File: src/rtl/core/cpa_pkg.sv
// cpa_pkg.sv: shared types, constants and the step angle table for the phase angle block
// no dependencies
`timescale 1ns / 1ps

package cpa_pkg;

	localparam int SAMPLE_BITS_DEF = 16;
	localparam int ANGLE_BITS_DEF  = 16;
	localparam int TURN_LOG2       = 40;
	localparam int GUARD_SHIFT     = 20;
	localparam int GROW_BITS       = 3;
	localparam int STEP_EXTRA      = 6;
	localparam int ZW              = TURN_LOG2 + 2;

	localparam logic [63:0] INV_PI_Q64 = 64'h517CC1B727220A95;

	localparam logic signed [ZW-1:0] Z_QUARTER = ZW'(1) << (TURN_LOG2 - 2);
	localparam logic signed [ZW-1:0] Z_HALF    = ZW'(1) << (TURN_LOG2 - 1);

	typedef struct packed {
		logic valid;
		logic last;
		logic bypass;
	} ctl_t;

	// 2^m / d by shift and subtract, elaboration only
	function automatic logic [63:0] pow2_div(int unsigned m, logic [63:0] d);
		logic [64:0] rem;
		logic [63:0] num;
		logic [63:0] q;
		num = 64'd1 << m;
		rem = '0;
		q   = '0;
		for (int i = 63; i >= 0; i--) begin
			rem = {rem[63:0], num[i]};
			if (rem >= {1'b0, d}) begin
				rem  = rem - {1'b0, d};
				q[i] = 1'b1;
			end
		end
		return q;
	endfunction

	// atan(2^-k) with a full turn = 2^TURN_LOG2, from the arctangent series
	function automatic logic signed [ZW-1:0] step_angle(int unsigned k);
		logic [63:0]  rad;
		logic [63:0]  term;
		logic [127:0] prod;
		logic [63:0]  hi;
		int unsigned  n;
		rad = '0;
		n   = 0;
		if (k == 0) begin
			return ZW'(64'd1 << (TURN_LOG2 - 3));
		end
		while (k * (2 * n + 1) <= 62) begin
			term = pow2_div(62 - k * (2 * n + 1), 64'(2 * n + 1));
			if (n[0]) begin
				rad = rad - term;
			end else begin
				rad = rad + term;
			end
			n++;
		end
		prod = {64'd0, rad} * {64'd0, INV_PI_Q64};
		hi   = prod[127:64];
		return ZW'((hi + (64'd1 << 22)) >> 23);
	endfunction

endpackage

File: src/rtl/core/cpa_round.sv
// cpa_round.sv: output cell, rounds the angle to the port width and holds the request
// depends on cpa_pkg
`timescale 1ns / 1ps

module cpa_round #(
	parameter int ANGLE_BITS = cpa_pkg::ANGLE_BITS_DEF
) (
	input  logic                           clk,
	input  logic                           arst_n,
	input  cpa_pkg::ctl_t                  up_ctl,
	input  logic signed [cpa_pkg::ZW-1:0]  z_in,
	input  logic                           out_stall,
	output logic                           up_take,
	output logic                           out_valid,
	output logic signed [ANGLE_BITS-1:0]   phase,
	output logic                           out_last
);

	localparam int DROP = cpa_pkg::TURN_LOG2 - ANGLE_BITS;

	logic [cpa_pkg::ZW-1:0] z_rnd;
	logic                   valid_q;
	logic [ANGLE_BITS-1:0]  phase_q;
	logic                   last_q;

	// round half up, then keep the top bits of the turn (wraps +pi to -pi)
	assign z_rnd   = z_in + (cpa_pkg::ZW'(1) << (DROP - 1));
	assign up_take = !valid_q || !out_stall;

	always_ff @(posedge clk or negedge arst_n) begin
		if (!arst_n) begin
			valid_q <= 1'b0;
		end else if (up_take) begin
			valid_q <= up_ctl.valid;
		end
	end

	always_ff @(posedge clk) begin
		if (up_take) begin
			phase_q <= z_rnd[DROP +: ANGLE_BITS];
			last_q  <= up_ctl.last;
		end
	end

	assign out_valid = valid_q;
	assign phase     = $signed(phase_q);
	assign out_last  = last_q;

endmodule

File: config.mk
export PLATFORM = sky130hd
export DESIGN_NAME = cpa_round
export DESIGN_NICKNAME = d
export VERILOG_FILES = /design/src/rtl/core/cpa_pkg.sv /design/src/rtl/core/cpa_round.sv
export SDC_FILE = /design/constraint.sdc
export NUM_CORES = 1
export LEC_CHECK = 0
export ABC_AREA = 1
export BUFFER_PORTS_ARGS = -buffer_cell sky130_fd_sc_hd__buf_2
export CAP_MARGIN = 20
export CORE_MARGIN = 2
export CORE_UTILIZATION = 43
export CTS_CLUSTER_SIZE = 14
export DETAILED_ROUTE_END_ITERATION = 16
export GPL_TIMING_DRIVEN = 0
export PLACE_DENSITY = 0.94
export SLEW_MARGIN = 5
export SYNTH_ARGS = -nofsm -noshare
export SYNTH_HDL_FRONTEND = slang
export SYNTH_SLANG_ARGS = --single-unit
File: constraint.sdc
create_clock -name clk -period 1.65 [get_ports clk]
set_input_delay 0.165 -clock clk [delete_from_list [all_inputs] [get_ports clk]]
set_output_delay 0.165 -clock clk [all_outputs]
set_load 0.03 [all_outputs]
Yosys cells after proc, flatten, opt, wreduce, memory -nomap -nowiden
Index checks and enable logic that the tools add are counted.
{ "op_classes": {"n_addsub": 1, "reduce_logical": 3} }
{ "ops": {"columns": ["operator", "count"], "rows": [
  ["adder 40 x 25 -> 40 bit, second input constant", 1],
  ["logical NOT 1 bit", 2],
  ["logical OR 1 bit", 1]
]} }
{ "totals": {"out_inout_bits": 19, "elab_cells": 7, "input_bits": 48, "regBits": 18} }

Logic depth before layout (Yosys ltp)
{ "logic_depth": {"ltp_word": 2, "depth_mapped": 8, "mapped_depth_nobuf": 8} }

Worst setup path after synthesis
Ideal clock, no wire load.
{ "synth_timing": {"path_type": "register to register", "from": "reg valid_q, in the netlist out_valid", "to": "reg last_q, in the netlist out_last (enable)", "required_time_ns": 1.266, "path_slack_ns": 0.153, "arrival_ns": 1.113, "period_less_slack_ns": 1.497, "n_path_buf": 0, "setup_ns": 0.384, "stages_incl_launch_ff": 2, "path_cell_list": "dfrtp_1 > nand2_1"} }
{ "synth_via": {"elab_chain_len": 2} }
{ "synth_lines": {"columns": ["element", "line_no", "rtl"], "rows": [
  ["start: declaration", "cpa_round.sv:22", "logic valid_q;"],
  ["start signal: assignment", "cpa_round.sv:34", "valid_q <= up_ctl.valid;"],
  ["logical NOT 1 bit", "cpa_round.sv:28", "assign up_take = !valid_q || !out_stall;"],
  ["logical OR 1 bit", "cpa_round.sv:28", null],
  ["named net up_take", "cpa_round.sv:13", "output logic up_take,"],
  ["end signal: assignment", "cpa_round.sv:41", "last_q <= up_ctl.last;"],
  ["end: declaration", "cpa_round.sv:24", "logic last_q;"]
]} }
The timed path passes the listed nets, and every way through them passes these cells.
A chain may end at the register's enable or synchronous reset.

Final worst setup path
{ "layout_timing": {"from": "reg valid_q, in the netlist out_valid", "to": "out up_take"} }
{ "layout_via": {"elab_chain_len": 2} }
{ "layout_lines": {"columns": ["element", "line_no"], "rows": [
  ["logical NOT 1 bit", "cpa_round.sv:28"],
  ["logical OR 1 bit", "cpa_round.sv:28"],
  ["end: declaration", "cpa_round.sv:13"]
]} }
No other way between the ends.

==> out/qor.yml <==
total_power_mw: 0.995
yosysMostFrequentCell: "nand2_1"
worstHoldPathType: "input pin to register"
p_sw_mw: 0.300
clock_tree.buffer_depth: 2
synth_area_leaders: "edfxtp_1 (54%), nand2_1 (14%), nor2_1 (4.8%)"
drcViolationCount: 0
hp-start: "up_ctl[1]"
yosysTopAreaCell: "edfxtp_1"
maxCapViolCount: 0
clkPwrFrac_pct: 23.0
postCtsSetupBuffers: 0
power.density_nw_per_um2: 816
criticalPathCategory: "register to primary output"
grt_pass1_vias: 835
antenna_left: 0
synthTopCellsByCount: "nand2_1 (36), edfxtp_1 (17), nor2_1 (12), inv_1 (11), nand3_1 (5)"
n_fill_cell: 171
max_freq_mhz: 673
hold_viol: 0
cp_slowest_cell: "dfrtp_1"
final-setup-viol-count: 0
tightest_slew_ns: 0.427
tritoncts: "yes"
drtPass1Iterations: 4
finalInstanceArea_um2: 1220
avgRoutedWirePerCell_um: 12.0
irDropWorstVdd_v: 0.000439
rows: 16
drv_slew: 0
p_sw_share_pct: 30.2
startpoint: "out_valid$_DFFE_PN0P_"
startpoint_type: "register"
rsz0062_at_grt: "false"
ios: 67
vias: 900
cts_root_buf: "clkbuf_4"
post-synth-top-area-fraction_pct: 54.0
via_per_inst: 5.11
p_seq_share_pct: 55.2
drive_gt1_share_pct: 33.6
whs_ns: 0.0392
dieArea_um2: 2590
r2r-start: "out_valid$_DFFE_PN0P_"
period_share_pct: 90.0
p_comb_share_pct: 21.8
path_cells: "nand2_2 > buf_2"
p_leak_nw: 0.577
cp-end-kind: "primary output"
p_int_mw: 0.694
cts_buffers: 3
synthCells: 104
timing.slew.headroom_pct: 71.4
dpl_cell_area_um2: 1180
htreeDepth: 1
cp.arrival_ns: 1.32
required_ns: 1.48
dp_hpwl_mm: 1.59
grt_pass1_wl_mm: 3.39
dieWidth_um: 50.9
synth.distinct_cells: 16
grtUsageTotal_pct: 17.7
routed_wl_mm: 2.11
min_period_ns: 1.48
portBuffers: 40
antenna_found_initial: 0
synth_nets: 153
design.core.area_um2: 2020
totalNegativeSetupSlack_ns: 0
initial_core_util_pct: 46.8
place.gp.congestion: 0.858
grt_max_degree: 20
max_stage_delay_ns: 0.40
worstSkewPairLatency_ns: 0.30
nNetsFinal: 199
path_max_fanout: 19
cts_sinks: 18
status: "complete, no violations"
clk_pin_slew_ns: 0.10
area_delta_synth_final_pct: 28.8
yosys_warnings: 0
grt_overflow: 0
synthArstFlopShare_pct: 5.56
die_h_um: 50.9
synth_area_um2: 946
synth_seq_area_share_pct: 56.6
synth_area_per_cell_um2: 9.10
synth_flop_cell: "edfxtp_1"
ys_ff_latch: 18
num_antenna_cells: 0
drt_iter0_drc: 37
synth-edff-count: 17
utilization_pct: 60.3
worst_clock_skew_ns: 0.00277
[worst paths after layout]
path	to	slack (ns)	cells after the start
max	up_take	0.17	2
min	out_last$_DFFE_PP_	0.04	1
max reg2reg	phase[11]$_DFFE_PP_	0.57	1
min reg2reg	out_valid$_DFFE_PN0P_	0.81	2
max in group asynchronous	out_valid$_DFFE_PN0P_	1.41	2
min in group asynchronous	out_valid$_DFFE_PN0P_	0.16	2
[per-layer routing]
| metal | vias up | track usage (%) | wire length, um |
|---|---|---|---|
| met5 | - | 0 | 0 |
| met4 | 0 | 11.3 | 61 |
| met3 | 9 | 1.75 | 123 |
| met2 | 51 | 34.2 | 1100 |
| met1 | 413 | 17.8 | 820 |
| li1 | 427 | - | - |
[area by class of cell]
| cell class | count | area (um2) | area share [%] |
|---|---|---|---|
| Clock buffer | 3 | 22.5 | 1.85 |
| Clock inverter | 1 | 3.75 | 0.308 |
| Inverter | 11 | 41.3 | 3.39 |
| Multi-Input combinational cell | 75 | 372 | 30.5 |
| Sequential cell | 18 | 536 | 43.9 |
| Tap cell | 27 | 33.8 | 2.77 |
| Timing Repair Buffer | 41 | 210 | 17.2 |
[flip-flops by register name, indices dropped and copies added, names as in the netlist]
signal     count
phase         16
out_last       1
out_valid      1
[cells in the final DEF (no fill, tap or decap)]
cell type      instances
buf_2                 40
clkbuf_4               3
nor2_2                 4
inv_1                 11
nand2_1               35
dlygate4sd3_1          1
xor2_1                 4
nand2_2                2
nand4_1                2
edfxtp_1              17
nor2_1                12
dfrtp_1                1
nand3_1                5
nand3b_1               2
clkinv_1               1
ha_1                   1
o21ai_1                2
xnor2_1                3
o21ai_0                2
nor2_4                 1
[worst max-delay path, delay by kind of cell (launching register included)]
family                 cells  cell delay, ns
flip-flops                 1            0.40
AND/OR/NAND/NOR            1            0.34
buffers and inverters      1            0.28
[logic make-up after synthesis]
kind of cell | share of synthesized area (%)
AOI/OAI and AO/OA | 2.12
xor gates and xnor gates | 6.48
adders and majority gates | 1.32
buffers and inverters | 4.37
DFF | 56.6
and+or+nand+nor | 29.1
[power by group through the flow]
stage / combinational [mW] / clock, mW / sequential, mW
2_1_floorplan: 0.0567 / 0 / 0.635
3_3_place_gp: 0.205 / 0 / 0.558
3_5_place_dp: 0.213 / 0 / 0.560
4_1_cts: 0.217 / 0.224 / 0.550
5_1_grt: 0.231 / 0.251 / 0.553
6_report: 0.217 / 0.229 / 0.549
[timing repair]
action	CTS	global route
setup endpoints to repair	1	0
endpoints found under the hold margin	1	0
hold buffers	1	0
resized for setup	1	0
[metrics by stage]
step	setup WS (ns)	std cells
final	0.165	176
after global routing	0.0943	176
after CTS	0.158	176
after detailed placement	0.237	171
after global placement	0.296	171
after floorplan	0.153	104
Note: power is estimated with default switching activity, not from simulation.
