<file path="src/rtl/core/cpa_pkg.sv">
// cpa_pkg.sv: shared types, constants and the step angle table for the phase angle block
// no dependencies
`timescale 1ns / 1ps

package cpa_pkg;

	localparam int SAMPLE_BITS_DEF = 16;
	localparam int ANGLE_BITS_DEF  = 16;
	localparam int TURN_LOG2       = 40;
	localparam int GUARD_SHIFT     = 20;
	localparam int GROW_BITS       = 3;
	localparam int STEP_EXTRA      = 6;
	localparam int ZW              = TURN_LOG2 + 2;

	localparam logic [63:0] INV_PI_Q64 = 64'h517CC1B727220A95;

	localparam logic signed [ZW-1:0] Z_QUARTER = ZW'(1) << (TURN_LOG2 - 2);
	localparam logic signed [ZW-1:0] Z_HALF    = ZW'(1) << (TURN_LOG2 - 1);

	typedef struct packed {
		logic valid;
		logic last;
		logic bypass;
	} ctl_t;

	// 2^m / d by shift and subtract, elaboration only
	function automatic logic [63:0] pow2_div(int unsigned m, logic [63:0] d);
		logic [64:0] rem;
		logic [63:0] num;
		logic [63:0] q;
		num = 64'd1 << m;
		rem = '0;
		q   = '0;
		for (int i = 63; i >= 0; i--) begin
			rem = {rem[63:0], num[i]};
			if (rem >= {1'b0, d}) begin
				rem  = rem - {1'b0, d};
				q[i] = 1'b1;
			end
		end
		return q;
	endfunction

	// atan(2^-k) with a full turn = 2^TURN_LOG2, from the arctangent series
	function automatic logic signed [ZW-1:0] step_angle(int unsigned k);
		logic [63:0]  rad;
		logic [63:0]  term;
		logic [127:0] prod;
		logic [63:0]  hi;
		int unsigned  n;
		rad = '0;
		n   = 0;
		if (k == 0) begin
			return ZW'(64'd1 << (TURN_LOG2 - 3));
		end
		while (k * (2 * n + 1) <= 62) begin
			term = pow2_div(62 - k * (2 * n + 1), 64'(2 * n + 1));
			if (n[0]) begin
				rad = rad - term;
			end else begin
				rad = rad + term;
			end
			n++;
		end
		prod = {64'd0, rad} * {64'd0, INV_PI_Q64};
		hi   = prod[127:64];
		return ZW'((hi + (64'd1 << 22)) >> 23);
	endfunction

endpackage

</file>
<file path="src/rtl/core/cpa_cell.sv">
// cpa_cell.sv: one vectoring micro-rotation cell of the chain
// depends on cpa_pkg
`timescale 1ns / 1ps

module cpa_cell #(
	parameter int          XW   = 40,
	parameter int unsigned STEP = 0
) (
	input  logic                           clk,
	input  logic                           arst_n,
	input  cpa_pkg::ctl_t                  up_ctl,
	input  logic signed [XW-1:0]           x_in,
	input  logic signed [XW-1:0]           y_in,
	input  logic signed [cpa_pkg::ZW-1:0]  z_in,
	input  logic                           dn_take,
	output logic                           up_take,
	output cpa_pkg::ctl_t                  ctl_s1,
	output logic signed [XW-1:0]           x_s1,
	output logic signed [XW-1:0]           y_s1,
	output logic signed [cpa_pkg::ZW-1:0]  z_s1
);

	localparam logic signed [cpa_pkg::ZW-1:0] ANGLE = cpa_pkg::step_angle(STEP);

	logic signed [XW-1:0]          xs, ys, x_nxt, y_nxt;
	logic signed [cpa_pkg::ZW-1:0] z_nxt;

	always_comb begin
		xs = x_in >>> STEP;
		ys = y_in >>> STEP;
		if (!y_in[XW-1]) begin
			x_nxt = x_in + ys;
			y_nxt = y_in - xs;
			z_nxt = z_in + ANGLE;
		end else begin
			x_nxt = x_in - ys;
			y_nxt = y_in + xs;
			z_nxt = z_in - ANGLE;
		end
		// axis cases carry their final angle untouched
		if (up_ctl.bypass) begin
			z_nxt = z_in;
		end
	end

	assign up_take = !ctl_s1.valid || dn_take;

	always_ff @(posedge clk or negedge arst_n) begin
		if (!arst_n) begin
			ctl_s1 <= '0;
		end else if (up_take) begin
			ctl_s1 <= up_ctl;
		end
	end

	always_ff @(posedge clk) begin
		if (up_take) begin
			x_s1 <= x_nxt;
			y_s1 <= y_nxt;
			z_s1 <= z_nxt;
		end
	end

endmodule

</file>
<file path="config.mk">
export PLATFORM = sky130hd
export DESIGN_NAME = cpa_cell
export DESIGN_NICKNAME = d
export VERILOG_FILES = /design/src/rtl/core/cpa_pkg.sv /design/src/rtl/core/cpa_cell.sv
export SDC_FILE = /design/constraint.sdc
export NUM_CORES = 1
export LEC_CHECK = 0
export BUFFER_PORTS_ARGS = -buffer_cell sky130_fd_sc_hd__buf_4
export CAP_MARGIN = 20
export CELL_PAD_IN_SITES_DETAIL_PLACEMENT = 2
export CELL_PAD_IN_SITES_GLOBAL_PLACEMENT = 2
export CORE_MARGIN = 5
export CORE_UTILIZATION = 30
export CTS_CLUSTER_SIZE = 12
export DETAILED_ROUTE_END_ITERATION = 7
export PLACE_DENSITY = 0.77
export REMOVE_ABC_BUFFERS = 1
export SYNTH_ARGS = -nofsm -noshare
export SYNTH_HDL_FRONTEND = slang
export SYNTH_SLANG_ARGS = --single-unit
</file>
<file path="constraint.sdc">
create_clock -name clk -period 3.57 [get_ports clk]
set_clock_uncertainty 0.05 [all_clocks]
set_input_delay 0.1785 -clock clk [delete_from_list [all_inputs] [get_ports clk]]
set_output_delay 0.1785 -clock clk [all_outputs]
set_load 0.1 [all_outputs]
</file>
-- Word-level counts from Yosys, hierarchy flattened
Cells that the tools add are included.
- mux-type cells: 4
- reductions and logical operators: 2
- add/subtract/negate cells: 5
- operator list (cell ; number):
    42-bit two-way mux ; 2
    40-bit two-way mux ; 2
    40-bit subtractor ; 2
    42-bit by 39-bit adder with 42-bit output (second input constant) ; 1
    42-bit by 39-bit subtractor with 42-bit output (second input constant) ; 1
    40-bit adder ; 1
    1-bit logical NOT ; 1
    1-bit logical OR ; 1
- word-level logic and storage cells: 17
- flip-flop bits (word level): 125

-- Longest topological paths before layout
Gate-level depths: netlist of run 1.
- depth in word-level cells: 3
- gate-level depth with buffers: 13
- mapped depth without buffers: 12

-- Worst setup path after synthesis of run 1
OpenSTA, ideal clock, no wires.
- path type: register to register
- start: register ctl_s1[2] (netlist bit)
- end: register ctl_s1[0] (netlist bit)
- setup slack: -1655 ps
- stages on the path, launching flop included: 3
- arrival: 5030 ps
- cell sequence: dfrtp_1 nand2b_1 mux2_2
- longest elaborated chain between the ends: 2
- RTL lines (item ; RTL line ; text):
    from (decl) ; cpa_cell.sv:17 ; output cpa_pkg::ctl_t ctl_s1,
    from (signal assigned) ; cpa_cell.sv:52 ; ctl_s1 <= up_ctl;
    1-bit logical NOT ; cpa_cell.sv:46 ; assign up_take = !ctl_s1.valid || dn_take;
    1-bit logical OR ; cpa_cell.sv:46 ;
    named net up_take ; cpa_cell.sv:16 ; output logic up_take,
The timed path passes the listed nets, and every way through them passes these cells.
A chain may end at the register's enable or synchronous reset.

-- Final worst setup path of run 1
- start: input x_in[21]
- end: register y_s1[36] (data pin)
- longest elaborated chain between the ends: 2
- RTL lines (item ; RTL line ; text):
    from (decl) ; cpa_cell.sv:12 ; input logic signed [XW-1:0] x_in,
    40-bit subtractor or 40-bit adder (tied branches) ; cpa_cell.sv:33, cpa_cell.sv:37 ;
    40-bit two-way mux * ; cpa_cell.sv:31 ; if (!y_in[XW-1]) begin
    named net y_nxt[36] ; cpa_cell.sv:25 ; logic signed [XW-1:0] xs, ys, x_nxt, y_nxt;
    to (signal assigned) ; cpa_cell.sv:59 ; y_s1 <= y_nxt;
    to (decl) ; cpa_cell.sv:19 ; output logic signed [XW-1:0] y_s1,
The timed path passes the listed nets; every way through them passes the cells marked *.

==> impl_metrics.yaml, run 1 <==
sta:
  finalHoldViolCount: 0
  drv_slew: 0
  holdWs_ps: 115
  rsz0062_at_grt: "no"
  min_period_over_period_pct: 83.1
  maxSlewHeadroom_pct: 54.6
  setup_ws_ps: 604
  tightest_slew_ps: 675
  tns_ps: 0
  fmax_mhz: 337
  setup-violations-final: 0
  finalCriticalPeriod_ps: 2970
global_routing:
  grt_pass1_wl_um: 74300
  grt_pass1_vias: 12300
  grtUsageTotal_pct: 23.1
  antenna_found_initial: 0
  grt_overflow_total: 0
  grt_max_degree: 105
yosys:
  ys.flop_type: "edfxtp_1"
  netlist_area_um2: 11200
  yosysWarnings: 0
  syn_area_per_cell_um2: 8.66
  async_reset_ff_share_pct: 2.42
  synth_edf_count: 121
  syn_inst: 1292
  yosysMostFrequentCell: "a21oi_1"
  synth_area_leaders: "edfxtp_1, ha_1, a21oi_1"
  netlist-cell-type-count: 81
  synth_top_area_cell: "edfxtp_1"
  yosysTopAreaCellShare_pct: 32.5
  seq_area_frac_synth_pct: 33.1
  yosys_register_bits: 124
  synth_common_cells: "a21oi_1, inv_1, edfxtp_1, ha_1, nor2_1"
floorplan:
  die_area_um2: 41300
  fp-row-count: 70
  design.core.area_um2: 36700
  fp.dieH_um: 203
  fp.dieW_um: 203
  start_util_pct: 30.5
  io_pins: 254
clock_tree:
  cts_sinks: 124
  post_cts_resized: 0
  cts_tree: "built"
  clkLatencyLatePin_ps: 440
  path_clk_slew_ps: 70
  clockRootBuffer: "clkbuf_16"
  cts_buffer_depth: 2
  htree_levels: 4
  cts_made_buffers: 17
drt:
  vias: 11200
  drc: 0
  first_iter_violations: 676
  via_per_inst: 5.39
  routedWlPerCell_um: 23.6
  ant_nets: 0
  drt_wl_total_um: 49100
  dr.pass1.iters: 5
worst_setup_path:
  path_depth: 12
  r2r_slack_ps: 1830
  worstSetupStartpointType: "input port"
  reg2regPathDepth: 3
  cp_top_family: "compound AO/OA/AOI/OAI gates"
  crit_slowest_cell: "ha_1"
  path_class: "in2reg"
  cp.required_ps: 3780
  r2r-start: "ctl_s1[2]$_DFFE_PN0P_"
  cp_slowest_stage_delay_ps: 500
  end_kind: "flop"
  worstPathArrival_ps: 3180
  critical_path.cell_chain: "buf_4 > inv_1 > ha_1 > nand2b_1 > a211oi_1 > nor2_1 > o21ba_2 > o21ai_1 > o211ai_1 > a21oi_2 > mux2_1 > a211oi_1"
  r2r-end: "ctl_s1[0]$_DFFE_PN0P_"
  cp_num_buf_inv: 2
  critPathMaxFanout: 13
  worst_path_most_repeated_cell: "a211oi_1"
finish:
  area_growth_pct: 33.1
  final_cells: 2084
  nets: 1855
  drive_gt1_share_pct: 22.4
  antenna_cells: 0
pwr:
  cellLeakagePower_nw: 6.55
  power_density_nw_per_um2: 507
  vdd_drop_max_uv: 335
  total_power_w: 0.00755
placed_design:
  place_ws_ps: 248
  portBuffers: 253
  dp_cells: 2004
  dp_hpwl_um: 38400
  routabilityCongestion: 0.905
worst_hold_path:
  holdPathStages: 3
  hold_start: "y_in[0]"
  hold_path.class: "in2reg"
  holdPathEnd: "x_s1[0]$_DFFE_PP_"
job:
  maxCapViolCount: 0
run_status:
  status: "complete, no violations"
[state kept, by name (all words and copies together), names as in the netlist]
name	count
z_s1	42
x_s1	40
y_s1	39
ctl_s1	3
[worst max path at each step]
stage | slack [ps] | start | to
after CTS | 690 | x_in[16] | y_s1[36]$_DFFE_PP_
after global routing | 440 | x_in[4] | y_s1[37]$_DFFE_PP_
final | 600 | x_in[21] | y_s1[36]$_DFFE_PP_
after floorplan | -1660 | ctl_s1[2]$_DFFE_PN0P_ | ctl_s1[0]$_DFFE_PN0P_
after global placement | 280 | x_in[14] | y_s1[36]$_DFFE_PP_
after detailed placement | 250 | x_in[4] | y_s1[37]$_DFFE_PP_
[cell families after synthesis]
| logic type | count (synthesis) | share of synthesized area, % |
|---|---|---|
| xor+xnor | 76 | 5.95 |
| compound gates | 455 | 25.3 |
| buf+inv | 183 | 6.34 |
| mux | 18 | 1.67 |
| flops | 124 | 33.1 |
| fa+ha+maj | 124 | 14.1 |
| simple gates | 312 | 13.5 |
[routing by layer]
layer  vias up  share of wire, %  track usage, %  wire, um
li1       5257                 -               -         -
met1      5681                45            30.3     22000
met2       268                50            41.2     24700
met3        24               3.9            2.68      1920
met4         0               1.0            4.67       512
met5         -                 0               0         0
[timing repair]
item / CTS / global route
hold endpoints to repair: 50 / 0
hold buffers: 48 / 0
buffers inserted: 0 / 0
[final cells by class]
type / instances / area, um^2
clock buffer: 17 / 425
clock inverter: 15 / 164
fill: 4128 / 21800
inverter: 127 / 477
multi-input combinational: 985 / 6780
sequential: 124 / 3710
tap: 468 / 586
timing repair buffer: 348 / 2760
[tightest hold or removal path, delay by kind of cell]
family | cells | cell delay [ps]
buffers and inverters | 2 | 150
adders and majority gates | 1 | 130
[cell usage in the layout (no fill, tap or decap), drive strengths merged, types with 4 or more instances in the layout]
cell type and n:
nand2 85, xor2 17, and3 5, fa 4, buf 300, nand3 18
a31oi 11, a21oi 173, clkinv 8, nor2b 12, o21bai 25, mux2i 13
o211ai 14, nand2b 18, o21a 14, nor3 26, or2 5, ha 120
o21ba 4, nand4 19, edfxtp 121, a221oi 4, a21boi 7, o21ai 111
o31ai 12, xnor2 59, clkbuf 17, nand3b 7, dlygate4sd3 48, nor2 95
a211oi 11, inv 131, or3 4, mux2 5, a21o 27, o211a 4
nor4 8
[through the flow]
step,util [%],cell area [um^2]
floorplan,-,11000
global placement,37.7,13800
detailed placement,37.7,13800
CTS,40.6,14900
global route,40.6,14900
finish,40.6,14900
[power breakdown]
part / switching (W) / leakage [nW] / total (W) / internal [W]
Sequential: 0.0000859 / 1.25 / 0.00198 / 0.00189
Combinational: 0.00279 / 5.00 / 0.00374 / 0.000944
Clock: 0.000793 / 0.290 / 0.00183 / 0.00104
Note: power is estimated with default switching activity, not from simulation.
==> inputs of run 2 (changes only) <==
- ABC_AREA: not set -> 1
- CORE_UTILIZATION: 30 -> 31
- PLACE_DENSITY: 0.77 -> 0.8
- clock period: 3.57 -> 2.92 ns (I/O delays scaled with it)
==> run 2 against run 1 <==
  * Clock power rose by 10%
  * Highest routed layer unchanged
  * Critical path type unchanged
  * Sequential share of layout area down 3.1 points
  * Sequential cell count stayed put
  * Register-to-register slack lost 580 ps
==> impl_metrics.yaml, run 2 <==
yosys:
  synthAdderAreaFrac_pct: 11.9
  synth_edf_count: 121
  synth_common_cells: "nand2_1, inv_1, nand3_1, nor2_1, a21oi_1"
  synth-xor-area-share_pct: 2.04
  synth_top_area_cell: "edfxtp_1"
  synth_compound_area_share_pct: 12.4
  netlist-cell-type-count: 48
  ys.flop_type: "edfxtp_1"
  syn_inst: 2008
  netlist_area_um2: 13300
  seq_area_frac_synth_pct: 27.9
  async_reset_ff_share_pct: 2.42
  synth.mux.area_fraction_pct: 0.160
  yosysTopAreaCellShare_pct: 27.3
  yosys_register_bits: 124
  yosys.area_share.simple_pct: 33.5
  synth_area_leaders: "edfxtp_1, nand2_1, ha_1"
  yosysMostFrequentCell: "nand2_1"
  syn_area_per_cell_um2: 6.62
  yosysWarnings: 0
  synth_top_family_by_area: "simple AND/OR/NAND/NOR gates"
worst_setup_path:
  worst_path_most_repeated_cell: "nand2_1"
  path_class: "in2reg"
  cp_slowest_stage_delay_ps: 580
  cp.required_ps: 3060
  critical_path.cell_chain: "buf_4 > inv_1 > ha_1 > fa_1 > inv_1 > nand2_1 > nand3_1 > a21oi_1 > o21ai_1 > nand2_1 > nand2_1 > nand2_1 > nand3_1 > nand2_1"
  worstSetupStartpointType: "input port"
  crit_slowest_cell: "fa_1"
  end_kind: "flop"
  critPathMaxFanout: 4
  worstPathArrival_ps: 2640
sta:
  maxSlewHeadroom_pct: 48.3
  finalHoldViolCount: 0
  rsz0062_at_grt: "no"
  tightest_slew_ps: 775
  holdWs_ps: 31.9
  drv_slew: 0
  finalCriticalPeriod_ps: 2500
  setup_ws_ps: 420
  fmax_mhz: 400
  min_period_over_period_pct: 85.6
  setup-violations-final: 0
clock_tree:
  post_cts_resized: 0
  clockRootBuffer: "clkbuf_16"
  clkLatencyLatePin_ps: 480
  cts_buffer_depth: 2
  cts_sinks: 124
  path_clk_slew_ps: 60
  cts_tree: "built"
  htree_levels: 4
  cts_made_buffers: 17
finish:
  final_core_utilization_pct: 40.3
  final_common_cell: "nand2_1"
  largest_reg_flops: 42
  nFillCells: 5122
  reg_top3: "z_s1 (42), x_s1 (40), y_s1 (39)"
  regMostFlops: "z_s1"
  antenna_cells: 0
  area_growth_pct: 28.1
  nets: 2593
  drive_gt1_share_pct: 18.7
  stdcell_area_um2: 17000
  final_cell_mix: "nand2_1, buf_4, inv_1, nand3_1, nor2_1"
global_routing:
  grt_max_degree: 54
  grt_pass1_vias: 16500
  grt_overflow_total: 0
  antenna_found_initial: 0
  grtUsageTotal_pct: 27.7
  grt_pass1_wl_um: 99000
placed_design:
  dp_hpwl_um: 54900
  place_area_um2: 16000
  portBuffers: 253
  place_ws_ps: -55.7
  routabilityCongestion: 0.930
floorplan:
  start_util_pct: 31.5
  design.core.area_um2: 42200
  fp-row-count: 75
  fp.dieW_um: 217
  fp.dieH_um: 217
  io_pins: 254
  die_area_um2: 47100
pwr:
  cellLeakagePower_nw: 8.69
  power_density_nw_per_um2: 533
  vdd_drop_max_uv: 441
worst_hold_path:
  hold_path.class: "in2reg"
job:
  maxCapViolCount: 0
drt:
  drc: 0
  dr.pass1.iters: 5
  via_per_inst: 5.09
  vias: 14700
  routedWlPerCell_um: 22.9
  ant_nets: 0
  first_iter_violations: 695
  drt_wl_total_um: 66300
run_status:
  status: "complete, no violations"
-- run 2: cell count changes after synthesis, moves of 33 or more --
cell and delta:
nand2_1 +517, inv_1 +194, nand3_1 +149, xnor2_1 -57
nor2_1 +56, nor2_2 +33
-- run 2: through the flow --
stage	setup TNS [ps]	power (W)	cells
global route	0	0.00952	2892
finish	0	0.00908	2892
global placement	-62.1	0.00687	2810
CTS	0	0.00910	2891
floorplan	-269000	0.00549	1953
detailed placement	-93.5	0.00698	2810
-- run 2: timing repair --
item                      4_1_cts  5_1_grt
buffers inserted                0        0
hold endpoints to repair       47        1
hold buffers                   50        1
-- run 2: kinds of logic after synthesis --
kind of cell	after synthesis
simple gates	1031
buf+inv	384
compound gates	312
fa+ha+maj	124
flops	124
xor+xnor	31
mux	2
-- run 2: where the power goes --
group          total (W)  leakage (nW)  internal (W)  switching, W
clock            0.00202         0.253       0.00107      0.000949
combinational    0.00472          7.18       0.00114       0.00358
sequential       0.00234          1.26       0.00225     0.0000838
total            0.00908          8.69       0.00446       0.00462
-- run 2: critical path: cells and delay by family --
family / cells / cell delay (ps)
buffers and inverters: 3 / 330
AOI/OAI and AO/OA: 2 / 560
and+or+nand+nor: 7 / 710
adders and majority gates: 2 / 890
-- run 2: final timing paths --
path	startpoint	cells after the start	endpoint	slack [ps]
worst min-delay path	x_in[39]	5	y_s1[39]$_DFFE_PP_	30
worst max register to register	ctl_s1[2]$_DFFE_PN0P_	2	x_s1[10]$_DFFE_PP_	1250
worst max-delay path	x_in[0]	14	x_s1[32]$_DFFE_PP_	420
min in group asynchronous	arst_n	3	ctl_s1[2]$_DFFE_PN0P_	610
max in group asynchronous	arst_n	3	ctl_s1[0]$_DFFE_PN0P_	2040
worst min register to register	ctl_s1[1]$_DFFE_PN0P_	1	ctl_s1[1]$_DFFE_PN0P_	470
-- run 2: layer usage --
| layer | vias up | share of wire, % | global-route usage [%] |
|---|---|---|---|
| met1 | 7342 | 45 | 35.0 |
| met5 | - | 0 | 0 |
| met2 | 261 | 50 | 49.8 |
| met3 | 56 | 3.0 | 3.81 |
| li1 | 7070 | - | - |
| met4 | 0 | 1.9 | 7.06 |
-- run 2: area by class of cell --
type	count	area [um^2]	area share, %
Timing Repair Buffer	369	2910	17.1
Inverter	329	1230	7.25
Tap cell	539	674	3.96
Clock inverter	14	98.8	0.580
Multi-Input combinational cell	1500	7980	46.9
Sequential cell	124	3710	21.8
Clock buffer	17	425	2.50
