$ cat src/rtl/core/cpa_pkg.sv
// cpa_pkg.sv: shared types, constants and the step angle table for the phase angle block
// no dependencies
`timescale 1ns / 1ps

package cpa_pkg;

	localparam int SAMPLE_BITS_DEF = 16;
	localparam int ANGLE_BITS_DEF  = 16;
	localparam int TURN_LOG2       = 40;
	localparam int GUARD_SHIFT     = 20;
	localparam int GROW_BITS       = 3;
	localparam int STEP_EXTRA      = 6;
	localparam int ZW              = TURN_LOG2 + 2;

	localparam logic [63:0] INV_PI_Q64 = 64'h517CC1B727220A95;

	localparam logic signed [ZW-1:0] Z_QUARTER = ZW'(1) << (TURN_LOG2 - 2);
	localparam logic signed [ZW-1:0] Z_HALF    = ZW'(1) << (TURN_LOG2 - 1);

	typedef struct packed {
		logic valid;
		logic last;
		logic bypass;
	} ctl_t;

	// 2^m / d by shift and subtract, elaboration only
	function automatic logic [63:0] pow2_div(int unsigned m, logic [63:0] d);
		logic [64:0] rem;
		logic [63:0] num;
		logic [63:0] q;
		num = 64'd1 << m;
		rem = '0;
		q   = '0;
		for (int i = 63; i >= 0; i--) begin
			rem = {rem[63:0], num[i]};
			if (rem >= {1'b0, d}) begin
				rem  = rem - {1'b0, d};
				q[i] = 1'b1;
			end
		end
		return q;
	endfunction

	// atan(2^-k) with a full turn = 2^TURN_LOG2, from the arctangent series
	function automatic logic signed [ZW-1:0] step_angle(int unsigned k);
		logic [63:0]  rad;
		logic [63:0]  term;
		logic [127:0] prod;
		logic [63:0]  hi;
		int unsigned  n;
		rad = '0;
		n   = 0;
		if (k == 0) begin
			return ZW'(64'd1 << (TURN_LOG2 - 3));
		end
		while (k * (2 * n + 1) <= 62) begin
			term = pow2_div(62 - k * (2 * n + 1), 64'(2 * n + 1));
			if (n[0]) begin
				rad = rad - term;
			end else begin
				rad = rad + term;
			end
			n++;
		end
		prod = {64'd0, rad} * {64'd0, INV_PI_Q64};
		hi   = prod[127:64];
		return ZW'((hi + (64'd1 << 22)) >> 23);
	endfunction

endpackage

$ cat src/rtl/core/cpa_prerot.sv
// cpa_prerot.sv: input cell, axis cases and quarter-turn fold into the right half plane
// depends on cpa_pkg
`timescale 1ns / 1ps

module cpa_prerot #(
	parameter int SAMPLE_BITS = cpa_pkg::SAMPLE_BITS_DEF,
	parameter int XW          = SAMPLE_BITS + 1 + cpa_pkg::GUARD_SHIFT + cpa_pkg::GROW_BITS
) (
	input  logic                                clk,
	input  logic                                arst_n,
	input  logic                                in_valid,
	input  logic signed [SAMPLE_BITS-1:0]       sample_real,
	input  logic signed [SAMPLE_BITS-1:0]       sample_imag,
	input  logic                                in_last,
	input  logic                                dn_take,
	output logic                                up_take,
	output cpa_pkg::ctl_t                       ctl_s1,
	output logic signed [XW-1:0]                x_s1,
	output logic signed [XW-1:0]                y_s1,
	output logic signed [cpa_pkg::ZW-1:0]       z_s1
);

	localparam int PAD = XW - SAMPLE_BITS - 1 - cpa_pkg::GUARD_SHIFT;

	logic signed [SAMPLE_BITS:0]    xe, ye, xr, yr;
	logic signed [cpa_pkg::ZW-1:0]  z_nxt;
	logic                           byp_nxt;

	always_comb begin
		xe      = {sample_real[SAMPLE_BITS-1], sample_real};
		ye      = {sample_imag[SAMPLE_BITS-1], sample_imag};
		xr      = xe;
		yr      = ye;
		z_nxt   = '0;
		byp_nxt = 1'b0;
		priority if (ye == '0) begin
			byp_nxt = 1'b1;
			z_nxt   = xe[SAMPLE_BITS] ? -cpa_pkg::Z_HALF : '0;
		end else if (xe == '0) begin
			byp_nxt = 1'b1;
			z_nxt   = ye[SAMPLE_BITS] ? -cpa_pkg::Z_QUARTER : cpa_pkg::Z_QUARTER;
		end else if (xe[SAMPLE_BITS]) begin
			if (!ye[SAMPLE_BITS]) begin
				xr    = ye;
				yr    = -xe;
				z_nxt = cpa_pkg::Z_QUARTER;
			end else begin
				xr    = -ye;
				yr    = xe;
				z_nxt = -cpa_pkg::Z_QUARTER;
			end
		end else begin
			// right half plane goes in as it is
			xr    = xe;
			yr    = ye;
			z_nxt = '0;
		end
	end

	assign up_take = !ctl_s1.valid || dn_take;

	always_ff @(posedge clk or negedge arst_n) begin
		if (!arst_n) begin
			ctl_s1 <= '0;
		end else if (up_take) begin
			ctl_s1.valid  <= in_valid;
			ctl_s1.last   <= in_last;
			ctl_s1.bypass <= byp_nxt;
		end
	end

	always_ff @(posedge clk) begin
		if (up_take) begin
			x_s1 <= {{PAD{xr[SAMPLE_BITS]}}, xr, {cpa_pkg::GUARD_SHIFT{1'b0}}};
			y_s1 <= {{PAD{yr[SAMPLE_BITS]}}, yr, {cpa_pkg::GUARD_SHIFT{1'b0}}};
			z_s1 <= z_nxt;
		end
	end

endmodule

$ cat config.mk
export PLATFORM = sky130hd
export DESIGN_NAME = cpa_prerot
export DESIGN_NICKNAME = d
export VERILOG_FILES = /design/src/rtl/core/cpa_pkg.sv /design/src/rtl/core/cpa_prerot.sv
export SDC_FILE = /design/constraint.sdc
export NUM_CORES = 1
export LEC_CHECK = 0
export ABC_AREA = 1
export BUFFER_PORTS_ARGS = -buffer_cell sky130_fd_sc_hd__buf_4
export CORE_MARGIN = 3
export CORE_UTILIZATION = 42
export DETAILED_ROUTE_END_ITERATION = 8
export PLACE_DENSITY = 0.79
export SKIP_CTS_REPAIR_TIMING = 1
export SLEW_MARGIN = 20
export SYNTH_ARGS = -nofsm -noshare
export SYNTH_HDL_FRONTEND = slang
export SYNTH_SLANG_ARGS = --single-unit
$ cat constraint.sdc
create_clock -name clk -period 1.6 [get_ports clk]
set_clock_uncertainty 0.15 [all_clocks]
set_input_delay 0.08 -clock clk [delete_from_list [all_inputs] [get_ports clk]]
set_output_delay 0.08 -clock clk [all_outputs]
set_load 0.05 [all_outputs]
Word-level counts from Yosys, hierarchy flattened:

Cells that the tools add are included.

* bits in registers: 79
* bits in latches: 0
* RAM bits: 0
* ROM bits: 0
* input bits: 37
* logic and storage cells: 27
* memories kept: 0

* add/sub/neg operators: 2
* multipliers: 0
* div/mod/pow operators: 0
* magnitude comparators: 0
* eq/ne operators: 0
* shifts and indexed selects: 0
* muxes and demuxes: 15
* bitwise gates (word level): 0
* reduce and logical (&&, ||, !) cells: 4

Operators with widths (number)
* 42-bit two-way mux: 5
* 17-bit two-way mux: 8
* 17-bit zero test: 2
* 16-bit negator with 17-bit output: 2
* 1-bit two-way mux: 2
* 1-bit zero test: 1
* 1-bit logical OR: 1

Logic depth before layout (Yosys ltp):

Gate-level depths: netlist of the first run.

* depth after elaboration: 5
* depth in mapped cells: 11

Worst setup path after synthesis of the first run:

OpenSTA, ideal clock, no wires.

* kind: reg2reg
* from: reg ctl_s1[2] (netlist bit)
* to: reg x_s1[20], enable pin
* setup time: 407 ps
* arrival: 1739 ps
* data required time: 1043 ps
* path slack: -696 ps
* cell stages (with the launch flop): 4
* buffers on the path: 0
* clock period less this slack: 2296 ps
* path through: dfrtp_1 inv_1 nor2_1 inv_1

* longest elaborated chain between the ends: 2

RTL lines
* from (decl): RTL line cpa_prerot.sv:17 `output cpa_pkg::ctl_t ctl_s1,`
* 1-bit zero test: RTL line cpa_prerot.sv:60 `assign up_take = !ctl_s1.valid || dn_take;`
* 1-bit logical OR: RTL line cpa_prerot.sv:60
* via up_take: RTL line cpa_prerot.sv:16 `output logic up_take,`
* to (signal assigned): RTL line cpa_prerot.sv:74 `x_s1 <= {{PAD{xr[SAMPLE_BITS]}}, xr, {cpa_pkg::GUARD_SHIFT{1'b0}}};`
* to (decl): RTL line cpa_prerot.sv:18 `output logic signed [XW-1:0] x_s1,`

The timed path passes the listed nets, and every way through them passes these cells.
A chain may end at the register's enable or synchronous reset.

Worst setup path after layout of the first run:

* from: reg ctl_s1[2] (netlist bit)
* to: out up_take

* longest elaborated chain between the ends: 2

RTL lines (RTL line)
* 1-bit zero test: cpa_prerot.sv:60
* 1-bit logical OR: cpa_prerot.sv:60
* to (decl): cpa_prerot.sv:16

No other way between the ends.

==> run_results.csv, run 1 <==
group,metric,value,unit
drt,drcViolationCount,0,
logic_synthesis,synth.largest_area_cell,"edfxtp_1",
logic_synthesis,synthArstFlopShare,0.0769,
floorplan,die_width,92.6,um
cells_and_area,nets,557,
clocking,cts_tree,"done",
drt,wire_per_inst,12.7,um
worst_setup_path,critPathArrivalTime,1.27,ns
floorplan,coreArea,7020,um^2
floorplan,start_util,0.449,
timing,finalCritPeriodShare,0.939,
cells_and_area,n_fill_cell,582,
logic_synthesis,syn_area_per_cell,7.86,um^2
global_route,grt_max_degree,40,
global_route,track_usage,0.158,
logic_synthesis,synth_warnings,0,
power,switching_share,0.417,
cells_and_area,fin_util,0.572,
power,seqPwrFrac,0.357,
drt,first_pass_iters,6,
timing,period_needed,1.50,ns
drt,vias,2809,
clocking,clockRootBuffer,"clkbuf_8",
global_route,antenna_found_initial,0,
power,switching_power,1.47,mW
drt,vias_per_cell,4.57,
power,power_leakage,2.00,nW
floorplan,row_count,30,
timing,setup_viol,0,
drt,first_iter_violations,214,
cells_and_area,design_area,4020,um^2
clocking,htree_levels,2,
placed_design,dpl_worst_slack,-0.137,ns
logic_synthesis,synth.most_common_cell,"buf_4",
worst_setup_path,crit_fanout,20,
timing,fmax,666,MHz
global_route,grt_overflow_total,0,
logic_synthesis,synth_edf_count,36,
clocking,clk_pin_slew,0.07,ns
clocking,numClockSinks,39,
worst_setup_path,crit_type,"register to output pin",
power,combPwrFrac,0.415,
placed_design,routabilityCongestion,0.961,
drt,routed_wirelength,7800,um
clocking,worst_skew_pair.late_latency,0.28,ns
worst_hold_path,min_path_type,"input port to register",
worst_setup_path,startpoint_type,"register",
timing,hold_slack,-0.0223,ns
timing,rsz0062_at_grt,"false",
power,p_int,2.06,mW
logic_synthesis,synth.ff_latch_count,39,
global_route,grt_pass1_vias,2402,
logic_synthesis,syn_area,3150,um^2
power,peakVddDrop,0.300,mV
logic_synthesis,yosys.cell_types.count,35,
worst_setup_path,worstPathRequired,1.37,ns
job,max_cap_viol_count,0,
floorplan,die_h,92.6,um
placed_design,post_dp_cell_area,3710,um^2
cells_and_area,drive_gt1_frac,0.274,
timing,drv_slew,0,
cells_and_area,antennaDiodeCount,0,
logic_synthesis,ys.flop_type,"edfxtp_1",
logic_synthesis,synthCells,401,
outcome,outcome,"complete, but fails checks",
placed_design,port_buffers,84,
drt,drtAntennaViolNets,0,
power,clkPwrFrac,0.229,
worst_setup_path,cp-end-kind,"output pin",
logic_synthesis,yosys-top-cells-count,"buf_4 (87), nand2_1 (81), nor2_1 (42), edfxtp_1 (36), inv_1 (34)",
global_route,grt_pass1_wl,11000,um
floorplan,io_pins,163,
timing,setup_ws,0.0984,ns
timing,finalHoldViolCount,8,
logic_synthesis,netlist.area_leader.share,0.343,
clocking,numCtsBuffers,5,
outcome,violations,"hold timing",
floorplan,die-area,8580,um^2
logic_synthesis,ys_seq_area_frac,0.367,
logic_synthesis,synth_area_leaders,"edfxtp_1 (34%), buf_4 (21%), nand2_1 (9.6%)",
power,powerDensity,880,nW/um^2
cells_and_area,area.growth.synth_to_final,27.4,%
placed_design,place_hpwl,5780,um
clocking,clock_path_buffers,2,
[cells by family after synthesis]
group           count (synthesis)  share of synthesized area
simple gates                  164                      0.233
other cells                     1                    0.00119
buf+inv                       135                      0.271
fa+ha+maj                       2                    0.00794
xor+xnor                       14                     0.0389
compound gates                 46                     0.0817
flops                          39                      0.367
[per-layer routing]
| metal | up-vias | share of wire | track usage |
|---|---|---|---|
| met5 | - | 0 | 0 |
| met4 | 0 | 0.021 | 0.0635 |
| met3 | 16 | 0.097 | 0.0382 |
| met2 | 168 | 0.49 | 0.279 |
| met1 | 1261 | 0.39 | 0.185 |
| li1 | 1364 | - | - |
[through the flow]
step                      TNS [ns]  hold WS, ns  instances  total power, mW
after floorplan             -15.33       -0.366        478             2.49
after global placement       -1.02       -0.280        589             2.68
after detailed placement     -1.75       -0.279        589             2.69
after CTS                        0       -0.586        597             3.49
after global routing             0      0.00446        615             3.67
final                            0      -0.0223        615             3.53
[flip-flops by register name, indices dropped and copies added (netlist names)]
signal,cells
ctl_s1,3
x_s1,17
y_s1,17
z_s1,2
[path summary, 6_finish.rpt]
| check | start | endpoint | slack [ns] | cells past startpoint |
|---|---|---|---|---|
| worst min-delay path | sample_imag[4] | y_s1[24] | -0.02 | 3 |
| worst max-delay path | ctl_s1[2] | up_take | 0.1 | 5 |
| worst max register to register | ctl_s1[2] | ctl_s1[1] | 0.17 | 5 |
| max in group asynchronous | arst_n | ctl_s1[2] | 0.61 | 3 |
| min in group asynchronous | arst_n | ctl_s1[1] | 0.54 | 3 |
| worst min register to register | ctl_s1[1] | ctl_s1[1] | 0.36 | 2 |
[final cells by class]
cell class	instances	area [um^2]	area share
multi-input combinational	304	1440	0.358
sequential	39	1160	0.288
timing repair buffer	129	1040	0.259
inverter	39	153	0.0380
tap	96	120	0.0299
clock buffer	7	76.3	0.0190
clock inverter	1	30.0	0.00747
[cell usage in the layout (no fill, tap or decap), types with 3 or more instances in the layout]
cell type      Yosys  layout
nor2_1            42      41
a21oi_2            3       3
dlygate4sd3_1      0      16
xor2_1            13      13
inv_2              4       5
buf_4             87     110
edfxtp_1          36      36
conb_1             1      78
nand2_1           81      81
nand4_1            5       5
a21oi_1            8       8
o21ai_0           26      26
inv_1             34      32
clkbuf_8           0       5
nand3_1           26      26
[worst max-delay path, cell delays in order, from the launching register on]
cell and delay (ns):
dfrtp_2 0.37, inv_2 0.05, nor2_4 0.11, clkinvlp_4 0.13, buf_12 0.17, buf_6 0.16
[power groups by stage]
stage               sequential [mW]  clock [mW]  combinational (mW)
finish                         1.26       0.809                1.46
global route                   1.27       0.862                1.53
CTS                            1.26       0.820                1.41
detailed placement             1.28           0                1.41
global placement               1.28           0                1.39
floorplan                      1.61           0               0.876
Note: power is estimated with default switching activity, not from simulation.
==> run 2: changes to the inputs <==
- CORE_ASPECT_RATIO: unset -> 0.8
- PLACE_DENSITY: 0.79 -> 0.81
==> run 2 against run 1 <==
Largest cell class unchanged. Register-to-register slack is essentially flat. Critical endpoint unchanged. Combinational power is essentially flat. Worst setup slack gained 0.0027 ns. Final area is essentially flat. Worst hold slack is essentially flat. Clock-buffer cell count is the same. The flow still finishes with violations (hold timing). Die area is essentially flat. Sequential power is essentially flat. First-iteration DRC count grew 34%. Non-clock buffer count grew 2.
==> run_results.csv, run 2 (synthesized netlist as in run 1, its figures left out) <==
group,metric,value,unit
worst_setup_path,cp-end-kind,"output pin",
placed_design,place_inst,584,
timing,rsz0062_at_grt,"false",
outcome,outcome,"complete, but fails checks",
worst_setup_path,r2r_start,"ctl_s1[2]",
global_route,grt_pass1_vias,2511,
floorplan,die-area,8590,um^2
drt,first_iter_violations,286,
timing,hold_slack,-0.0223,ns
worst_setup_path,crit_fanout,20,
worst_setup_path,slowest_delay,0.36,ns
clocking,cts_tree,"done",
drt,vias,2815,
cells_and_area,nets,559,
clocking,clockRootBuffer,"clkbuf_8",
drt,drtAntennaViolNets,0,
global_route,antenna_found_initial,0,
worst_setup_path,worstPathRequired,1.37,ns
drt,drcViolationCount,0,
worst_hold_path,min_path_type,"input port to register",
global_route,grt_max_degree,41,
clocking,clock_path_buffers,2,
timing,setup_ws,0.101,ns
power,switching_power,1.50,mW
worst_setup_path,ff2ff_setup_slack,0.18,ns
worst_hold_path,min_from,"sample_real[2]",
placed_design,port_buffers,84,
clocking,worst_skew_pair.late_latency,0.29,ns
placed_design,routabilityCongestion,0.877,
worst_setup_path,crit_type,"register to output pin",
clocking,numClockSinks,39,
cells_and_area,antennaDiodeCount,0,
job,max_cap_viol_count,0,
placed_design,place_hpwl,6200,um
worst_setup_path,r2r_cells,5,
timing,finalCritPeriodShare,0.937,
placed_design,dpl_worst_slack,-0.118,ns
cells_and_area,finalNonFillerCells,608,
cells_and_area,drive_gt1_frac,0.280,
timing,period_needed,1.50,ns
power,peakVddDrop,0.384,mV
worst_hold_path,min_path_cells,3,
power,combPwrFrac,0.415,
drt,first_pass_iters,5,
power,seqPwrFrac,0.355,
cells_and_area,area.growth.synth_to_final,27.4,%
cells_and_area,mostFrequentLayoutCells,"buf_4 (114), nand2_1 (81), conb_1 (78)",
clocking,numCtsBuffers,5,
cells_and_area,mostFrequentLayoutCell,"buf_4",
floorplan,start_util,0.444,
drt,routed_wirelength,8240,um
global_route,track_usage,0.179,
floorplan,die_width,103,um
clocking,clk_pin_slew,0.08,ns
floorplan,row_count,27,
floorplan,io_pins,163,
power,p_int,2.06,mW
power,clkPwrFrac,0.230,
worst_setup_path,critPathArrivalTime,1.27,ns
timing,fmax,667,MHz
timing,drv_slew,0,
worst_setup_path,cpMaxStageDelayCell,"dfrtp_2",
worst_setup_path,startpoint_type,"register",
drt,wire_per_inst,13.6,um
timing,setup_viol,0,
outcome,violations,"hold timing",
floorplan,coreArea,7090,um^2
clocking,htree_levels,2,
worst_hold_path,min_to,"x_s1[22]",
floorplan,die_h,83.5,um
global_route,grt_pass1_wl,12200,um
global_route,grt_overflow_total,0,
power,switching_share,0.421,
timing,finalHoldViolCount,5,
drt,vias_per_cell,4.63,
cells_and_area,reg_top3,"x_s1 (17), y_s1 (17), ctl_s1 (3)",
power,power_leakage,2.01,nW
worst_setup_path,path_cells,"inv_2 > nor2_4 > clkinvlp_4 > buf_12 > buf_6",
power,powerDensity,887,nW/um^2
worst_setup_path,reg2reg_to,"ctl_s1[1]",
==> run 2: final cells by class <==
class | instances | area [um^2]
repair buffers | 131 | 1050
multi-input cells | 304 | 1440
well taps | 87 | 109
inverters | 39 | 153
flip-flops and latches | 39 | 1160
fillers | 674 | 3080
clock inverters | 1 | 30.0
clock buffers | 7 | 76.3
==> run 2: power groups by stage <==
stage / Sequential [mW] / Combinational, mW / Clock, mW
2_1_floorplan: 1.61 / 0.876 / 0
3_3_place_gp: 1.29 / 1.41 / 0
3_5_place_dp: 1.28 / 1.42 / 0
4_1_cts: 1.27 / 1.43 / 0.831
5_1_grt: 1.27 / 1.56 / 0.888
6_report: 1.26 / 1.48 / 0.821
==> run 2: how the worst max path moves through the flow <==
stage	slack, ns	startpoint	to
2_1_floorplan	-0.41	ctl_s1[2]	x_s1[20]
3_3_place_gp	-0.09	sample_imag[1]	x_s1[30]
3_5_place_dp	-0.12	sample_imag[1]	y_s1[20]
4_1_cts	-0.004	ctl_s1[2]	up_take
5_1_grt	0.03	ctl_s1[2]	up_take
6_report	0.10	ctl_s1[2]	up_take
==> run 2: critical path: cells and delay by family, from the launching register on <==
family | cells | cell delay, ns
simple gates | 1 | 0.11
buf+inv | 4 | 0.49
flops | 1 | 0.36
==> run 2: routing by layer <==
metal  GRT usage  part of all wire  vias to the layer above  wire, um
met2       0.288              0.46                      188      3800
met4      0.0400             0.015                        0       121
met5           0                 0                        -         0
li1            -                 -                     1361         -
met1       0.247              0.40                     1252      3330
met3      0.0384              0.12                       14       990
==> run 2: metrics by stage <==
stage	util	cell area (um^2)	total power [mW]	setup TNS, ns
after global routing	0.566	4020	3.72	0
after global placement	0.526	3730	2.70	-0.653
final	0.566	4020	3.56	0
after CTS	0.541	3840	3.52	-0.00371
after detailed placement	0.526	3730	2.71	-2.05
after floorplan	-	3450	2.49	-15.33
==> run 3: changes to the inputs <==
- CORE_UTILIZATION: 42 -> 46
- PLACE_DENSITY: 0.81 -> 0.84
- clock period: 1.6 -> 1.7 ns (I/O delays scaled with it)
==> run 3 against run 2 <==
The run still ends with hold timing left. Clock power rose by 12%. Final area down 3.2%. Sequential power fell by 6%. Global-route usage is 0.91 points higher. Sequential share of layout area rose by 0.96 points. Largest cell class unchanged. Worst hold slack better by 0.0096 ns. Non-clock buffer count decreased by 17.
==> run_results.csv, run 3 (synthesized netlist as in run 1, its figures left out) <==
group,metric,value,unit
timing,finalCritPeriodShare,0.926,
power,switching_share,0.404,
cells_and_area,multi_input_area,1440,um^2
worst_setup_path,path_cells,"inv_2 > nor2_4 > clkinvlp_4 > buf_12 > buf_4",
clocking,clock_path_buffers,2,
clocking,numClockSinks,39,
floorplan,coreArea,6510,um^2
power,seqPwrFrac,0.343,
timing,setup_viol,0,
clocking,numCtsBuffers,5,
power,switching_power,1.40,mW
power,clkPwrFrac,0.265,
power,p_int,2.06,mW
cells_and_area,fin_util,0.598,
clocking,htree_levels,2,
worst_setup_path,slowest_delay,0.41,ns
drt,wire_per_inst,13.2,um
timing,fmax,635,MHz
cells_and_area,antennaDiodeCount,0,
timing,setup-tns-final,0,ns
cells_and_area,area.growth.synth_to_final,23.3,%
floorplan,die_width,98.6,um
drt,first_iter_violations,195,
global_route,grt_pass1_wl,11800,um
drt,routed_wirelength,7750,um
timing,hold_slack,-0.0128,ns
drt,drcViolationCount,0,
placed_design,port_buffers,84,
global_route,grt_pass1_vias,2377,
cells_and_area,ff_latch_area,1160,um^2
drt,vias_per_cell,4.65,
floorplan,io_pins,163,
drt,drtAntennaViolNets,0,
job,max_cap_viol_count,0,
worst_setup_path,ff2ff_setup_slack,0.27,ns
drt,first_pass_iters,5,
global_route,grt_max_degree,41,
worst_setup_path,cpMaxStageDelayCell,"dfrtp_2",
clocking,cts_tree,"done",
global_route,grt_overflow_total,0,
worst_setup_path,startpoint_type,"register",
power,powerDensity,889,nW/um^2
cells_and_area,drive_gt1_frac,0.260,
cells_and_area,nets,542,
power,peakVddDrop,0.442,mV
floorplan,die-area,7890,um^2
cells_and_area,mostFrequentLayoutCell,"buf_4",
cells_and_area,mostFrequentLayoutCells,"buf_4 (100), nand2_1 (81), conb_1 (78)",
cells_and_area,n_fill_cell,598,
worst_setup_path,crit_type,"register to output pin",
timing,rsz0062_at_grt,"false",
floorplan,row_count,26,
timing,finalHoldViolCount,3,
worst_setup_path,crit_fanout,40,
outcome,outcome,"complete, but fails checks",
power,combPwrFrac,0.392,
floorplan,start_util,0.485,
outcome,violations,"hold timing",
drt,vias,2735,
floorplan,die_h,80.1,um
power,power_leakage,1.94,nW
clocking,worst_skew_pair.late_latency,0.29,ns
placed_design,place_hpwl,6000,um
worst_setup_path,critPathArrivalTime,1.34,ns
global_route,antenna_found_initial,0,
placed_design,routabilityCongestion,0.883,
timing,drv_slew,0,
worst_hold_path,min_path_type,"input port to register",
placed_design,dpl_worst_slack,-0.0521,ns
clocking,clk_pin_slew,0.07,ns
clocking,clockRootBuffer,"clkbuf_8",
power,finalPower,3.46,mW
cells_and_area,reg_top3,"x_s1 (17), y_s1 (17), ctl_s1 (3)",
global_route,track_usage,0.188,
timing,setup_ws,0.125,ns
worst_setup_path,worstPathRequired,1.46,ns
timing,period_needed,1.57,ns
worst_setup_path,cp-end-kind,"output pin",
-- run 3: cell count changes in the layout (fill, tap and decap cells not counted), sizes merged --
cell | before | now
bufinv | 1 | 2
clkbuf | 8 | 6
dlygate4sd3 | 14 | 13
buf | 116 | 101
-- run 3: final timing paths --
path	start	end	cells past startpoint
max	ctl_s1[2]	up_take	5
min	sample_imag[3]	y_s1[23]	3
max reg2reg	ctl_s1[2]	ctl_s1[1]	5
min reg2reg	ctl_s1[1]	ctl_s1[1]	2
max in group asynchronous	arst_n	ctl_s1[2]	3
min in group asynchronous	arst_n	ctl_s1[2]	3
-- run 3: area by class of cell --
| class | count | share of cell area |
|---|---|---|
| clock buffer | 6 | 0.0187 |
| clock inverter | 2 | 0.0154 |
| inverter | 39 | 0.0393 |
| multi-input combinational | 304 | 0.370 |
| sequential | 39 | 0.298 |
| tap | 84 | 0.0270 |
| timing repair buffer | 114 | 0.232 |
-- run 3: power by group through the flow --
stage               logic, mW  clock network (mW)  registers [mW]
floorplan               0.824                   0            1.52
global placement         1.31                   0            1.21
detailed placement       1.32                   0            1.21
CTS                      1.32               0.926            1.19
global route             1.43               0.980            1.20
finish                   1.35               0.917            1.19
-- run 3: routing by layer --
metal | GRT usage | vias up | wire (um)
met4 | 0.0573 | 0 | 129
met2 | 0.312 | 158 | 3640
li1 | - | 1326 | -
met1 | 0.248 | 1237 | 3210
met3 | 0.0399 | 14 | 773
met5 | 0 | - | 0
-- run 3: per-stage QoR --
stage                     hold slack, ns  cell area [um^2]  std cells
after CTS                         -0.594              3760        575
after floorplan                   -0.361              3450        478
after global placement            -0.274              3620        567
after detailed placement          -0.272              3620        567
after global routing              0.0169              3890        588
final                            -0.0128              3890        588
-- run 3: critical path, delay by kind of cell, from the launching register on --
family / cells / cell delay, ns
flip-flops: 1 / 0.41
buffers and inverters: 4 / 0.59
AND/OR/NAND/NOR: 1 / 0.04
